===== config.mk =====
export PLATFORM = sky130hd
export DESIGN_NAME = mctb_cell
export DESIGN_NICKNAME = d
export VERILOG_FILES = /design/src/rtl/mctb_pkg.sv /design/src/rtl/mctb_cell.sv
export SDC_FILE = /design/constraint.sdc
export NUM_CORES = 1
export LEC_CHECK = 0
export ABC_AREA = 1
export BUFFER_PORTS_ARGS = -buffer_cell sky130_fd_sc_hd__buf_2
export CAP_MARGIN = 20
export CORE_MARGIN = 2
export CORE_UTILIZATION = 57
export CTS_CLUSTER_SIZE = 8
export DETAILED_ROUTE_END_ITERATION = 10
export PLACE_DENSITY = 0.95
export SYNTH_ARGS = -nofsm -noshare
export SYNTH_HDL_FRONTEND = slang
export SYNTH_SLANG_ARGS = --single-unit

===== constraint.sdc =====
create_clock -name clock -period 10.63 [get_ports clock]
set_clock_uncertainty 0.05 [all_clocks]
set_input_delay 2.126 -clock clock [delete_from_list [all_inputs] [get_ports clock]]
set_output_delay 2.126 -clock clock [all_outputs]
set_load 0.02 [all_outputs]

===== src/rtl/mctb_pkg.sv =====
// Shared types and codes for the multi-channel timer bank.
// Used by the timer cell and the top level; depends on nothing.
package mctb_pkg;

   // Command codes
   localparam logic [2:0] CMD_ALLOC   = 3'd0;
   localparam logic [2:0] CMD_START   = 3'd1;
   localparam logic [2:0] CMD_STOP    = 3'd2;
   localparam logic [2:0] CMD_RESTART = 3'd3;
   localparam logic [2:0] CMD_FREE    = 3'd4;
   localparam logic [2:0] CMD_PROCESS = 3'd5;
   localparam logic [2:0] CMD_QUERY   = 3'd6;

   // Status codes
   localparam logic [1:0] ST_OK       = 2'd0;
   localparam logic [1:0] ST_INVALID  = 2'd1;
   localparam logic [1:0] ST_ZERO_IVL = 2'd2;
   localparam logic [1:0] ST_NO_FREE  = 2'd3;

   // Control part of the token that walks down the cell row
   typedef struct packed {
      logic       valid;
      logic [2:0] req_type;
      logic [3:0] channel;
      logic       is_periodic;
      logic       found;
      logic [1:0] status;
      logic [3:0] handle;
   } token_type;

endpackage


===== src/rtl/mctb_cell.sv =====
// One timer channel: holds its flags, reload and deadline, acts on the
// passing token and hands it on through a register. Depends on mctb_pkg.
module mctb_cell #(
   parameter int NUM_CHANNELS = 16,
   parameter int TIME_BITS    = 32,
   parameter int IDX          = 0
) (
   input  logic                       clock,
   input  logic                       reset,
   input  mctb_pkg::token_type        tok_in,
   input  logic [TIME_BITS-1:0]       interval_in,
   input  logic [TIME_BITS-1:0]       now_in,
   input  logic [TIME_BITS-1:0]       min_in,
   input  logic [TIME_BITS-1:0]       rem_in,
   input  logic [NUM_CHANNELS-1:0]    mask_in,
   output mctb_pkg::token_type        tok_out,
   output logic [TIME_BITS-1:0]       interval_out,
   output logic [TIME_BITS-1:0]       now_out,
   output logic [TIME_BITS-1:0]       min_out,
   output logic [TIME_BITS-1:0]       rem_out,
   output logic [NUM_CHANNELS-1:0]    mask_out
);
   import mctb_pkg::*;

   logic                    alloc_ff, alloc_in;
   logic                    armed_ff, armed_in;
   logic                    per_ff, per_in;
   logic [TIME_BITS-1:0]    reload_ff, reload_in;
   logic [TIME_BITS-1:0]    dl_ff, dl_in;
   token_type               tok_ff, tok_nx;
   logic [TIME_BITS-1:0]    ivl_ff, now_ff, min_ff, rem_ff, min_nx, rem_nx;
   logic [NUM_CHANNELS-1:0] mask_ff, mask_nx;
   logic                    hit;
   logic [TIME_BITS-1:0]    rearm;

   assign hit   = (32'(tok_in.channel) == 32'(IDX));
   assign rearm = now_in + reload_ff;

   // Apply the command to this channel and fold it into the token
   always_comb begin
      alloc_in  = alloc_ff;
      armed_in  = armed_ff;
      per_in    = per_ff;
      reload_in = reload_ff;
      dl_in     = dl_ff;
      tok_nx    = tok_in;
      rem_nx    = rem_in;
      mask_nx   = mask_in;
      if (tok_in.valid) begin
         case (tok_in.req_type)
            CMD_ALLOC: begin
               if (interval_in != '0 && !tok_in.found && !alloc_ff) begin
                  alloc_in      = 1'b1;
                  armed_in      = 1'b0;
                  per_in        = tok_in.is_periodic;
                  reload_in     = interval_in;
                  tok_nx.found  = 1'b1;
                  tok_nx.status = ST_OK;
                  tok_nx.handle = 4'(IDX);
               end
            end
            CMD_START, CMD_RESTART: begin
               if (hit && alloc_ff) begin
                  dl_in         = rearm;
                  armed_in      = 1'b1;
                  tok_nx.status = ST_OK;
               end
            end
            CMD_STOP: begin
               if (hit && armed_ff) begin
                  armed_in      = 1'b0;
                  tok_nx.status = ST_OK;
               end
            end
            CMD_FREE: begin
               if (hit) begin
                  alloc_in = 1'b0;
                  armed_in = 1'b0;
               end
            end
            CMD_PROCESS: begin
               if (armed_ff && now_in >= dl_ff) begin
                  if (per_ff) dl_in = rearm;
                  else armed_in = 1'b0;
                  mask_nx[IDX] = 1'b1;
               end
            end
            CMD_QUERY: begin
               if (hit && armed_ff) begin
                  tok_nx.status = ST_OK;
                  rem_nx = (now_in < dl_ff) ? dl_ff - now_in : '0;
               end
            end
            default: begin
               tok_nx.status = ST_INVALID;
            end
         endcase
      end
      // carry the running minimum over the updated state
      min_nx = (armed_in && dl_in < min_in) ? dl_in : min_in;
   end

   // Hold channel state
   always_ff @(posedge clock) begin
      if (reset) begin
         alloc_ff <= 1'b0;
         armed_ff <= 1'b0;
         per_ff   <= 1'b0;
         tok_ff   <= '0;
      end else begin
         alloc_ff <= alloc_in;
         armed_ff <= armed_in;
         per_ff   <= per_in;
         tok_ff   <= tok_nx;
      end
   end

   // Advance the token payload
   always_ff @(posedge clock) begin
      reload_ff <= reload_in;
      dl_ff     <= dl_in;
      ivl_ff    <= interval_in;
      now_ff    <= now_in;
      min_ff    <= min_nx;
      rem_ff    <= rem_nx;
      mask_ff   <= mask_nx;
   end

   assign tok_out      = tok_ff;
   assign interval_out = ivl_ff;
   assign now_out      = now_ff;
   assign min_out      = min_ff;
   assign rem_out      = rem_ff;
   assign mask_out     = mask_ff;

endmodule


==> reports/qor.csv <==
metric,value,unit
area_growth_syn_to_layout,24.9,%
yosysUniqueCellTypes,59,
tightest_slew,0.938,ns
finalNetCount,2004,
yosys_most_used_dff,dfxtp_1,
drt_iter0_markers,975,
power.total,2.34,mW
dp_hpwl,27700,um
cts_resized,0,
yosysWarnings,0,
antenna_found_initial,0,
crit_fanout,32,
postSynthNetCount,1663,
critPathArrivalTime,7.55,ns
fillers,1445,
cts_root_buffer,clkbuf_16,
netlist_area,11400,um^2
top_usage_layer,met2,
postCtsSetupBuffers,0,
rsz0062_at_grt,false,
initial_core_util,0.581,
finalHoldViolCount,0,
grtUsageTotal,0.332,
global_route.overflow_total,0,
critical-path-slowest-cell,nor2_4,
coreArea,19500,um^2
syn_inst,1405,
power_leakage,7.31,nW
use_met3,0.0657,
critPathMaxStageDelay,0.40,ns
grt_pass1_vias,11200,
cts-buffers-inserted,34,
drc,0,
hp-class,flip-flop to flip-flop,
place_congestion,0.953,
grt_max_degree,38,
power.density,165,nW/um^2
holdBufCountCts,0,
critPathCaptureType,flip-flop,
synth-edff-count,32,
clk-insertion-delay-late,0.51,ns
synthArstFlopShare,0,
clk_pin_slew,0.05,ns
first_pass_iters,7,
cts_sinks,227,
use_met1,0.394,
maxCapViolCount,0,
outcome,"finished, final reports clean",
setup-tns-final,0,ns
cts_max_path_buffers,3,
ant_nets,0,
ys_seq_area_frac,0.429,
globalRouteMet2Util,0.553,
finalCriticalPeriod,7.21,ns
htree_num_levels,2,
grt_pass1_wl,56300,um
drive_gt1_frac,0.248,
max-vdd-ir-drop,0.188,mV
detail_route.wl_per_cell,17.7,um
setup_viol_count_final,0,
syn_area_per_cell,8.08,um^2
die_area,21100,um^2
drv_slew,0,
r2r_slack,4.57,ns
wl,35900,um
critical_path_class,input pin to flip-flop,
synth_seq_cells,227,
vias,11300,
die_w,145,um
fin_crit_sh,0.679,
critical_path_buf_inv_count,5,
rows,51,
cp_top_family,simple AND/OR/NAND/NOR gates,
cp.required,10.96,ns
relSlewSlack,0.374,
dieHeight,145,um
io_buffers,321,
antenna_cells,0,
startpoint_type,input pin,
max_freq,139,MHz
io_pins,322,
tritoncts,built,
vias_per_cell,5.58,
## cell usage in the layout (no fill, tap or decap), types with 18 or more instances in the layout
master	instances
xor2_1	18
nand2_2	39
a21oi_1	107
inv_1	198
clkbuf_16	35
edfxtp_1	32
nand2_1	292
dfxtp_1	195
o21ai_0	72
nor2_1	87
ha_1	94
buf_2	321
nand3_1	61
## cells by family after synthesis
kind of cell | after synthesis | synth area share
and+or+nand+nor | 537 | 0.209
xor gates and xnor gates | 30 | 0.0231
buffers and inverters | 231 | 0.0826
AOI/OAI and AO/OA | 284 | 0.150
adders and majority gates | 96 | 0.107
DFF | 227 | 0.429
## state kept, by name, indices dropped and copies added, names as in the netlist, 16 cells and up
signal	cells
dl_ff	32
interval_out	32
min_out	32
now_out	32
reload_ff	32
rem_out	32
mask_out	16
tok_out	16
## stage by stage
stage / setup slack [ns] / instances / area (um^2) / util / hold slack, ns
finish: 3.42 / 2024 / 14200 / 0.726 / 0.521
global route: 3.01 / 2024 / 14200 / 0.726 / 0.518
CTS: 3.57 / 2024 / 14200 / 0.726 / 0.513
detailed placement: 3.13 / 1975 / 13200 / 0.676 / 0.478
global placement: 3.27 / 1975 / 13200 / 0.676 / 0.476
floorplan: 4.58 / 1405 / 11400 / - / 0.433
## metal layers
layer / vias up / wire [um]
met3: 180 / 3110
met1: 5085 / 13800
li1: 5355 / -
met5: - / 0
met4: 0 / 2410
met2: 681 / 16500
## power breakdown
group | leakage [nW] | internal (mW) | switching, mW
clock network | 0.471 | 0.609 | 0.369
logic | 4.92 | 0.147 | 0.273
registers | 1.93 | 0.918 | 0.0226
## synth_stat cells, types with 9 or more instances
cell	n	area share
nor4_1	11	0.0061
xor2_1	18	0.014
o21ai_1	16	0.0071
xnor2_1	12	0.0093
a21oi_1	107	0.047
edfxtp_1	32	0.085
inv_1	198	0.065
clkbuf_1	18	0.0060
ha_1	94	0.10
nand3_1	61	0.027
o21bai_1	9	0.0060
nand2_1	292	0.097
nand2_2	39	0.021
nand4_1	11	0.0061
o21ai_0	72	0.032
dfxtp_1	195	0.34
nor3_1	17	0.0075
nor2_1	87	0.029
## worst paths after layout
path,start,endpoint,cells after the start
worst max-delay path,now_in[0],min_out[25],31
worst min-delay path,alloc_ff,alloc_ff,1
worst max register to register,dl_ff[0],min_out[25],31
worst min register to register,alloc_ff,alloc_ff,1
## layout make-up
type	instances	area [um^2]	share of cell area
clock inverters	2	32.5	0.00229
repair buffers	332	1690	0.119
flip-flops and latches	227	4860	0.343
inverters	204	766	0.0540
well taps	265	332	0.0234
clock buffers	47	941	0.0664
multi-input cells	947	5550	0.392
Note: power is estimated with default switching activity, not from simulation.
